<file path="config.mk">
export PLATFORM = sky130hd
export DESIGN_NAME = escape_sequence_decoder_core
export DESIGN_NICKNAME = d
export VERILOG_FILES = /design/src/rtl/esd_pkg.sv /design/src/rtl/esd_decode.sv /design/src/rtl/esd_outq.sv /design/src/rtl/escape_sequence_decoder_core.sv
export SDC_FILE = /design/constraint.sdc
export NUM_CORES = 1
export LEC_CHECK = 0
export BUFFER_PORTS_ARGS = -buffer_cell sky130_fd_sc_hd__buf_4
export CORE_UTILIZATION = 40
export DETAILED_ROUTE_END_ITERATION = 6
export SLEW_MARGIN = 20
export SYNTH_ARGS = -nofsm -noshare
export SYNTH_HDL_FRONTEND = slang
export SYNTH_HIERARCHICAL = 1
export SYNTH_SLANG_ARGS = --single-unit
</file>
<file path="constraint.sdc">
create_clock -name clk -period 4.6 [get_ports clk]
set_clock_uncertainty 0.2 [all_clocks]
set_input_delay 0.46 -clock clk [delete_from_list [all_inputs] [get_ports clk]]
set_output_delay 0.46 -clock clk [all_outputs]
set_load 0.03 [all_outputs]
</file>
<file path="src/rtl/esd_pkg.sv">
// Shared types, character constants and helper functions for the escape sequence decoder.
package esd_pkg;

  localparam logic [7:0] CH_BSLASH = 8'h5C;
  localparam logic [7:0] CH_X      = 8'h78;
  localparam logic [7:0] CH_N      = 8'h6E;
  localparam logic [7:0] CH_T      = 8'h74;
  localparam logic [7:0] CH_R      = 8'h72;
  localparam logic [7:0] CH_B      = 8'h62;
  localparam logic [7:0] CH_F      = 8'h66;
  localparam logic [7:0] CH_V      = 8'h76;
  localparam logic [7:0] CH_A      = 8'h61;

  localparam logic [1:0] OCT_MAX_DIGITS = 2'd3;
  localparam logic [1:0] HEX_MAX_DIGITS = 2'd2;

  localparam int QUEUE_DEPTH = 4;

  typedef struct packed {
    logic [8:0] code;
    logic [2:0] len;
    logic       bad;
    logic       last;
  } result_t;

  typedef struct packed {
    logic    one;
    logic    two;
    result_t r0;
    result_t r1;
  } push_t;

  function automatic result_t make_result(logic [8:0] code, logic [2:0] len,
                                          logic bad, logic last);
    result_t r;
    r.code = code;
    r.len  = len;
    r.bad  = bad;
    r.last = last;
    return r;
  endfunction

  // Returns {valid, value} for a hexadecimal digit character.
  function automatic logic [4:0] hex_nibble(logic [7:0] b);
    logic [4:0] r;
    r = 5'd0;
    if (b >= 8'h30 && b <= 8'h39) begin
      r = {1'b1, b[3:0]};
    end else if ((b >= 8'h61 && b <= 8'h66) || (b >= 8'h41 && b <= 8'h46)) begin
      r = {1'b1, b[3:0] + 4'd9};
    end
    return r;
  endfunction

  function automatic logic is_octal(logic [7:0] b);
    return (b >= 8'h30 && b <= 8'h37);
  endfunction

  // Returns {valid, control code} for the single-letter escapes.
  function automatic logic [4:0] letter_code(logic [7:0] b);
    logic [4:0] r;
    unique case (b)
      CH_N:    r = {1'b1, 4'd10};
      CH_T:    r = {1'b1, 4'd9};
      CH_R:    r = {1'b1, 4'd13};
      CH_B:    r = {1'b1, 4'd8};
      CH_F:    r = {1'b1, 4'd12};
      CH_V:    r = {1'b1, 4'd11};
      CH_A:    r = {1'b1, 4'd7};
      default: r = 5'd0;
    endcase
    return r;
  endfunction

endpackage

</file>
<file path="src/rtl/esd_decode.sv">
// Escape decoding state machine: one byte per transfer, up to two results.
module esd_decode (
  input  logic           clk,
  input  logic           rst,
  input  logic           take,
  input  logic [7:0]     in_byte,
  input  logic           in_last,
  input  logic           escape_enable,
  output esd_pkg::push_t push,
  output logic           idle
);

  localparam logic [1:0] MODE_IDLE   = 2'd0;
  localparam logic [1:0] MODE_BSLASH = 2'd1;
  localparam logic [1:0] MODE_OCT    = 2'd2;
  localparam logic [1:0] MODE_HEX    = 2'd3;

  logic [1:0] mode;
  logic [1:0] count;
  logic [8:0] acc;
  logic [1:0] mode_next;
  logic [1:0] count_next;
  logic [8:0] acc_next;

  esd_pkg::push_t  step;
  esd_pkg::result_t fresh_res;
  logic            fresh_opens;
  logic            is_bslash;
  logic [4:0]      hex;
  logic [4:0]      letter;
  logic            oct_ok;
  logic [1:0]      cnt_inc;
  logic [8:0]      oct_acc;
  logic [8:0]      hex_acc;

  assign hex      = esd_pkg::hex_nibble(in_byte);
  assign letter   = esd_pkg::letter_code(in_byte);
  assign oct_ok   = esd_pkg::is_octal(in_byte);
  assign cnt_inc  = count + 2'd1;
  assign oct_acc  = {acc[5:0], in_byte[2:0]};
  assign hex_acc  = {acc[4:0], hex[3:0]};

  assign is_bslash   = escape_enable && (in_byte == esd_pkg::CH_BSLASH);
  assign fresh_opens = is_bslash && !in_last;
  assign fresh_res   = is_bslash ? esd_pkg::make_result(9'd0, 3'd1, 1'b1, 1'b1)
                                 : esd_pkg::make_result({1'b0, in_byte}, 3'd1, 1'b0, in_last);

  always_comb begin
    mode_next  = mode;
    count_next = count;
    acc_next   = acc;
    step       = '0;
    unique case (mode)
      MODE_IDLE: begin
        step.one  = !fresh_opens;
        step.r0   = fresh_res;
        mode_next = fresh_opens ? MODE_BSLASH : MODE_IDLE;
      end
      MODE_BSLASH: begin
        mode_next  = MODE_IDLE;
        count_next = 2'd0;
        acc_next   = 9'd0;
        if (letter[4]) begin
          step.one = 1'b1;
          step.r0  = esd_pkg::make_result({5'd0, letter[3:0]}, 3'd2, 1'b0, in_last);
        end else if (oct_ok) begin
          if (in_last) begin
            step.one = 1'b1;
            step.r0  = esd_pkg::make_result({6'd0, in_byte[2:0]}, 3'd2, 1'b0, 1'b1);
          end else begin
            mode_next  = MODE_OCT;
            count_next = 2'd1;
            acc_next   = {6'd0, in_byte[2:0]};
          end
        end else if (in_byte == esd_pkg::CH_X) begin
          if (in_last) begin
            step.one = 1'b1;
            step.r0  = esd_pkg::make_result(9'd0, 3'd2, 1'b1, 1'b1);
          end else begin
            mode_next = MODE_HEX;
          end
        end else begin
          step.one = 1'b1;
          step.r0  = esd_pkg::make_result({1'b0, in_byte}, 3'd2, 1'b0, in_last);
        end
      end
      MODE_OCT: begin
        if (oct_ok) begin
          if (cnt_inc == esd_pkg::OCT_MAX_DIGITS || in_last) begin
            step.one   = 1'b1;
            step.r0    = esd_pkg::make_result(oct_acc, {1'b0, cnt_inc} + 3'd1, 1'b0, in_last);
            mode_next  = MODE_IDLE;
            count_next = 2'd0;
            acc_next   = 9'd0;
          end else begin
            count_next = cnt_inc;
            acc_next   = oct_acc;
          end
        end else begin
          step.one   = 1'b1;
          step.r0    = esd_pkg::make_result(acc, {1'b0, count} + 3'd1, 1'b0, 1'b0);
          step.two   = !fresh_opens;
          step.r1    = fresh_res;
          mode_next  = fresh_opens ? MODE_BSLASH : MODE_IDLE;
          count_next = 2'd0;
          acc_next   = 9'd0;
        end
      end
      MODE_HEX: begin
        if (hex[4]) begin
          if (cnt_inc == esd_pkg::HEX_MAX_DIGITS || in_last) begin
            step.one   = 1'b1;
            step.r0    = esd_pkg::make_result(hex_acc, {1'b0, cnt_inc} + 3'd2, 1'b0, in_last);
            mode_next  = MODE_IDLE;
            count_next = 2'd0;
            acc_next   = 9'd0;
          end else begin
            count_next = cnt_inc;
            acc_next   = hex_acc;
          end
        end else begin
          step.one = 1'b1;
          if (count == 2'd0) begin
            step.r0 = esd_pkg::make_result(9'd0, 3'd2, 1'b1, 1'b0);
          end else begin
            step.r0 = esd_pkg::make_result(acc, {1'b0, count} + 3'd2, 1'b0, 1'b0);
          end
          step.two   = !fresh_opens;
          step.r1    = fresh_res;
          mode_next  = fresh_opens ? MODE_BSLASH : MODE_IDLE;
          count_next = 2'd0;
          acc_next   = 9'd0;
        end
      end
    endcase
  end

  always_ff @(posedge clk) begin
    if (rst) begin
      mode  <= MODE_IDLE;
      count <= 2'd0;
      acc   <= 9'd0;
    end else if (take) begin
      mode  <= mode_next;
      count <= count_next;
      acc   <= acc_next;
    end
  end

  always_comb begin
    push     = step;
    push.one = step.one && take;
    push.two = step.two && take;
  end

  assign idle = (mode == MODE_IDLE);

endmodule

</file>
<file path="src/rtl/esd_outq.sv">
// Four-entry result queue that takes up to two results per cycle and releases one.
module esd_outq (
  input  logic             clk,
  input  logic             rst,
  input  esd_pkg::push_t   push,
  input  logic             pop,
  output logic             room,
  output logic             not_empty,
  output esd_pkg::result_t head
);

  esd_pkg::result_t q [esd_pkg::QUEUE_DEPTH];
  logic [1:0] wptr;
  logic [1:0] rptr;
  logic [2:0] count;
  logic [2:0] count_next;
  logic [1:0] push_n;

  assign push_n     = {1'b0, push.one} + {1'b0, push.two};
  assign count_next = count + {1'b0, push_n} - {2'd0, pop};

  always_ff @(posedge clk) begin
    if (push.one) begin
      q[wptr] <= push.r0;
    end
    if (push.two) begin
      q[wptr + 2'd1] <= push.r1;
    end
  end

  always_ff @(posedge clk) begin
    if (rst) begin
      wptr  <= 2'd0;
      rptr  <= 2'd0;
      count <= 3'd0;
    end else begin
      wptr  <= wptr + push_n;
      rptr  <= rptr + {1'b0, pop};
      count <= count_next;
    end
  end

  assign room      = (count <= 3'd2);
  assign not_empty = (count != 3'd0);
  assign head      = q[rptr];

endmodule

</file>
<file path="src/rtl/escape_sequence_decoder_core.sv">
// Top level of the streaming escape sequence decoder with its result queue.
// A decoded result is written into the four-entry queue when the byte that completes it
// is transferred and is offered once the results ahead of it have left. One byte is
// accepted per cycle while the queue holds at most two results; results leave at one
// per cycle while out_ready is high; a byte ending a digit run may yield two results.
// Synchronous reset empties the queue, returns to plain text and sets escape_enable.
module escape_sequence_decoder_core (
  input  logic       clk,
  input  logic       rst,
  input  logic       in_valid,
  output logic       in_ready,
  input  logic [7:0] in_byte,
  input  logic       in_last,
  output logic       out_valid,
  input  logic       out_ready,
  output logic [8:0] char_code,
  output logic [2:0] source_length,
  output logic       bad_escape,
  output logic       out_last,
  input  logic       cfg_valid,
  output logic       cfg_ready,
  input  logic       cfg_data
);

  logic             escape_enable;
  logic             take;
  logic             pop;
  logic             dec_idle;
  esd_pkg::push_t   push;
  esd_pkg::result_t head;

  assign cfg_ready = 1'b1;

  always_ff @(posedge clk) begin
    if (rst) begin
      escape_enable <= 1'b1;
    end else if (cfg_valid && cfg_ready) begin
      escape_enable <= cfg_data;
    end
  end

  assign take = in_valid && in_ready;
  assign pop  = out_valid && out_ready;

  esd_decode u_decode (
    .clk           (clk),
    .rst           (rst),
    .take          (take),
    .in_byte       (in_byte),
    .in_last       (in_last),
    .escape_enable (escape_enable),
    .push          (push),
    .idle          (dec_idle)
  );

  esd_outq u_outq (
    .clk       (clk),
    .rst       (rst),
    .push      (push),
    .pop       (pop),
    .room      (in_ready),
    .not_empty (out_valid),
    .head      (head)
  );

  assign char_code     = head.code;
  assign source_length = head.len;
  assign bad_escape    = head.bad;
  assign out_last      = head.last;

  // A second result is only ever produced together with a first one.
  a_two_needs_one: assert property (@(posedge clk) disable iff (rst)
    push.two |-> push.one)
    else $error("second result pushed without a first");

  // An empty queue always has room for a new byte.
  a_empty_has_room: assert property (@(posedge clk) disable iff (rst)
    !out_valid |-> in_ready)
    else $error("input stalled while the queue is empty");

  // The final byte of a string always yields a result and closes any escape.
  a_last_yields: assert property (@(posedge clk) disable iff (rst)
    (take && in_last) |-> push.one)
    else $error("final byte produced no result");

  a_last_closes: assert property (@(posedge clk) disable iff (rst)
    (take && in_last) |=> dec_idle)
    else $error("escape left open after the final byte");

endmodule
</file>
---- Yosys cells after proc, flatten, opt, wreduce, memory -nomap -nowiden ----
Memories as Yosys holds them, arrays and structs flattened. A register that Yosys moved wholly into a read port is not among the register bits.
Index checks and enable logic that the tools add are counted.
word-level totals
  output and inout port bits .............. 17
  input port bits ......................... 15
  memories kept ........................... 1
  bits in registers ....................... 21
  memory bits (read-only) ................. 0
  latch bits .............................. 0
  RAM bits ................................ 56
  word-level logic and storage cells ...... 127
memories
  memory    depth  width  read ports  clocked after Yosys merged registers in  wr ports  RTL line        text
  u_outq.q  4      14     1           1                                        2         esd_outq.sv:12  esd_pkg::result_t q [esd_pkg::QUEUE_DEPTH];
operators by class
  bitwise gates (word level) .............. 0
  equality and inequality tests ........... 16
  multipliers ............................. 0
  shift operators ......................... 0
  divide/modulo/power cells ............... 0
  mux-type cells .......................... 62
  $add $sub $neg .......................... 12
  reductions and logical operators ........ 21
  order comparisons ....................... 8
operators by type and width
  kind                   count
  $mux W14               9
  $eq A8 B7 Y1 const B   9
  $pmux W14 S4           1
  $mux W9                6
  $pmux W5 S7            1
  $mux W2                16
  $pmux W14 S2           1
  $pmux W9 S3            1
  $mux W13               2
  $ge A8 B7 Y1 const B   2
  $le A8 B6 Y1 const B   2
  $le A8 B7 Y1 const B   2
  $mux W1                16
  $logic_and A1 B1 Y1    10
  $mux W5                2
  $eq A2 B2 Y1 const B   4
  $ge A8 B6 Y1 const B   1
  $mux W8                1
  $pmux W2 S4            1
  $add A2 B1 Y3 const B  2
  $add A2 B2 Y3 const B  2
  $ne A3 B3 Y1 const B   2
  $pmux W2 S3            1
  $reduce_bool A3 Y1     2
  18 further kinds       23

---- Longest topological paths before layout ----
  depth after elaboration ................. 11
  depth in mapped cells ................... 16
  depth with buffers taken out ............ 16

---- Modules after synthesis ----
The synthesis kept the hierarchy.
by module, submodules not included
  module                        instances  cells an instance  seq. area each (um2)  area each (um2)
  esd_outq                      1          178                1,821.7               3,139.3
  esd_decode                    1          296                260.2                 2,070.7
  escape_sequence_decoder_core  1          7                  20.0                  58.8

---- Least setup slack after synthesis ----
Ideal clock, no wire load.
  path kind ............................... input port to flip-flop
  from .................................... input in_byte[0]
  to ...................................... register u_outq.count[2]
  library setup time ...................... 64 ps
  arrival time ............................ 3,553 ps
  stages on the path ...................... 16
  setup slack ............................. 783 ps
  buffers on the path ..................... 0
  required time ........................... 4,336 ps
  cell sequence ........................... inv_1 -> ha_1 -> o21bai_1 -> a21oi_4 -> a31oi_4 -> a21oi_2 -> nor3_4 -> o211a_1 -> ha_1 -> inv_1 -> ha_1 -> inv_1 -> ha_1 -> fa_1 -> xnor3_1 -> nor2_1
RTL lines
  what                  RTL line                            text
  from (decl)           escape_sequence_decoder_core.sv:12  input logic [7:0] in_byte,
  to (signal assigned)  esd_outq.sv:39                      count <= count_next;
  to (decl)             esd_outq.sv:15                      logic [2:0] count;

==> results.toml <==
[run_status]
status = "finished clean"

[worst_setup_path]
slowest_stage = "nor3_4"
path_buf_inv = 4
cpLargestDelayFamily = "adder cells"
crit_path_max_fanout = 13
cp-start-kind = "input pin"
startpoint = "in_byte[0]"
critPathRequiredTime_ns = 4.68
ff2ff_path_depth = 15
cp_common_cell = "ha_1"
slowest_delay_ns = 0.43
reg2reg_slack_ns = 0.62
r2r_start = "u_decode/count[0]"
worst_ep_arrival_time_ns = 4.23
r2r-end = "u_outq/count[2]"
cp-end-kind = "register"
worst-path-stages = 17
path_class = "input pin to register"
path_cells = "buf_4 -> inv_1 -> ha_1 -> o21bai_1 -> a21oi_4 -> a31oi_4 -> a21oi_2 -> nor3_4 -> o211a_1 -> ha_1 -> inv_1 -> ha_1 -> inv_1 -> ha_1 -> fa_1 -> xnor3_1 -> nor2_1"
crit_end = "u_outq/count[2]"

[logic_synthesis]
ys_ff_latch = 77
ys_async_sr_fraction_pct = 0
synth_compound_area_share_pct = 15.1
yosysTopAreaCell = "edfxtp_1"
synth_xor_xnor_area_share_pct = 1.52
synth_most_common_cell = "mux2_2"
synth.distinct_cells = 81
yosys-top-cells-area = "edfxtp_1, mux2_2, dfxtp_1"
yosys_warnings = 6
synthSimpleGateAreaFrac_pct = 15.1
synthAdderAreaFrac_pct = 3.94
synth_edf_count = 56
synth_area_um2 = 5270
postSynthAreaPerCell_um2 = 11.0
syn_inst = 481
synth_top_family_by_area = "multiplexers"
synth_common_cells = "mux2_2, edfxtp_1, nand2_1, nor2_1"
synth_ff_type = "edfxtp_1"
synthMuxAreaShare_pct = 19.1
synth_top_area_share_pct = 31.9
synth_seq_area_share_pct = 39.9

[floorplanning]
core_um2 = 12700
die_w_um = 117
fp-row-count = 41
die_area_um2 = 13600
boundaryPins = 32
die_h_um = 117
initial_core_util_pct = 41.4

[clock_tree]
clkTransAtPathRegs_ns = 0.06
ctsHoldBuffers = 0
cts_tree = "yes"
post_cts_buffers = 0
cts_root_buf = "clkbuf_16"
htreeDepth = 3
cts_made_buffers = 9
clock-sinks = 77
clock_latency_ns = 0.34
ctsResizeCount = 0
cts_buffer_depth = 2

[routing]
wl_um = 14300
drtIter0Drc = 584
postRouteAntennaNets = 0
num_vias = 4125
wl_per_cell_um = 20.9
drtPass1Iterations = 5
via_per_inst = 6.03
drc = 0

[sta]
setup_tns_ns = 0
rsz0062_at_grt = "false"
max_freq_mhz = 241
finalHoldViolCount = 0
finalCritPeriodShare_pct = 90.1
slew_viol_final = 0
worst_pin_slew_ns = 0.881
maxSlewHeadroom_pct = 40.3
setup_viol = 0
min_period_ns = 4.14

[global_route]
grt_remaining_overflow = 0
grt_max_degree = 26
grt_pass1_vias = 4059
grt_pass1_wl_um = 22700
grt.total_usage_pct = 22.6
antenna_found_initial = 0

[place]
portBuffers = 30
place.gp.congestion = 0.914
hpwl_um = 9890

[pwr]
p_per_area_nw_per_um2 = 397
power.leakage_nw = 2.12
power_mw = 2.36
peakVddDrop_mv = 0.218

[cells_and_area]
num-nets-final = 538
area_growth_pct = 12.9
fin_util_pct = 46.7
antennaDiodeCount = 0
drive_gt1_share_pct = 29.3

[job]
maxCapViolCount = 0

[worst_hold_path]
hp-class = "input pin to register"
-- worst min-delay path by stage --
stage	from	to	slack (ns)	cells after the start
after floorplan	u_decode/acc[6]	u_decode/acc[6]	0.28	2
after global placement	u_decode/count[1]	u_decode/count[1]	0.31	2
after detailed placement	u_decode/count[1]	u_decode/count[1]	0.32	2
after CTS	cfg_data	escape_enable	0.11	2
after global routing	cfg_data	escape_enable	0.12	2
final	cfg_data	escape_enable	0.12	2
-- through the flow --
step	cells	area [um2]	hold WS, ns	worst slack [ns]
after detailed placement	668	5650	0.324	0.106
final	684	5950	0.122	0.455
after floorplan	483	5280	0.278	0.783
after global placement	668	5650	0.309	0.266
after CTS	684	5950	0.110	0.443
after global routing	684	5950	0.118	0.177
-- flip-flops by register name, summed over array words and instances, names as in the netlist --
name	cells
u_outq/rptr	2
u_decode/acc	9
u_outq/wptr	2
u_decode/count	2
u_outq/count	3
u_outq/q	56
escape_enable	1
u_decode/mode	2
-- logic make-up after synthesis --
logic type	after synthesis
adders and majority gates	16
buffers and inverters	55
DFF	77
muxes	76
AOI/OAI and AO/OA	109
other	2
xor gates and xnor gates	6
and+or+nand+nor	140
-- layer usage --
layer | part of all wire (%) | GRT usage, % | up-vias
li1 | - | - | 1894
met1 | 44 | 30.0 | 2032
met2 | 48 | 37.3 | 176
met3 | 6.9 | 4.99 | 23
met4 | 1.1 | 5.99 | 0
met5 | 0 | 0 | -
-- placed cells by master, fill, tap and decap left out, types with 8 or more instances in the layout --
master,Yosys,layout
mux2_2,57,57
edfxtp_1,56,56
buf_4,9,47
nand2_1,32,32
nor2_1,24,24
inv_1,21,21
dfxtp_1,21,20
a21oi_1,20,20
nand3_1,19,19
o21ai_0,19,17
ha_1,15,15
a31oi_1,14,14
mux4_2,14,14
clkbuf_16,0,9
and3_1,9,9
nor2b_1,8,8
-- cell type report --
type,instances,area [um2]
Sequential cell,77,2100
Inverter,21,78.8
Timing Repair Buffer,47,353
Clock inverter,5,60.1
Tap cell,172,215
Clock buffer,11,233
Fill cell,1199,6780
Multi-Input combinational cell,351,2900
-- power breakdown --
| part | switching [mW] | internal, mW |
|---|---|---|
| clock network | 0.285 | 0.422 |
| registers | 0.0742 | 0.843 |
| logic | 0.397 | 0.339 |
| total | 0.755 | 1.60 |
-- worst register-to-register path, stage by stage (launching register included) --
cell	delay (ns)
dfxtp_1	0.50
inv_1	0.18
ha_1	0.26
or2_1	0.23
o31ai_1	0.24
a32oi_1	0.09
a311oi_1	0.38
nor2_1	0.17
ha_1	0.33
inv_1	0.05
ha_1	0.27
inv_1	0.04
ha_1	0.18
fa_1	0.38
xnor3_1	0.33
nor2_1	0.08
Note: power is estimated with default switching activity, not from simulation.
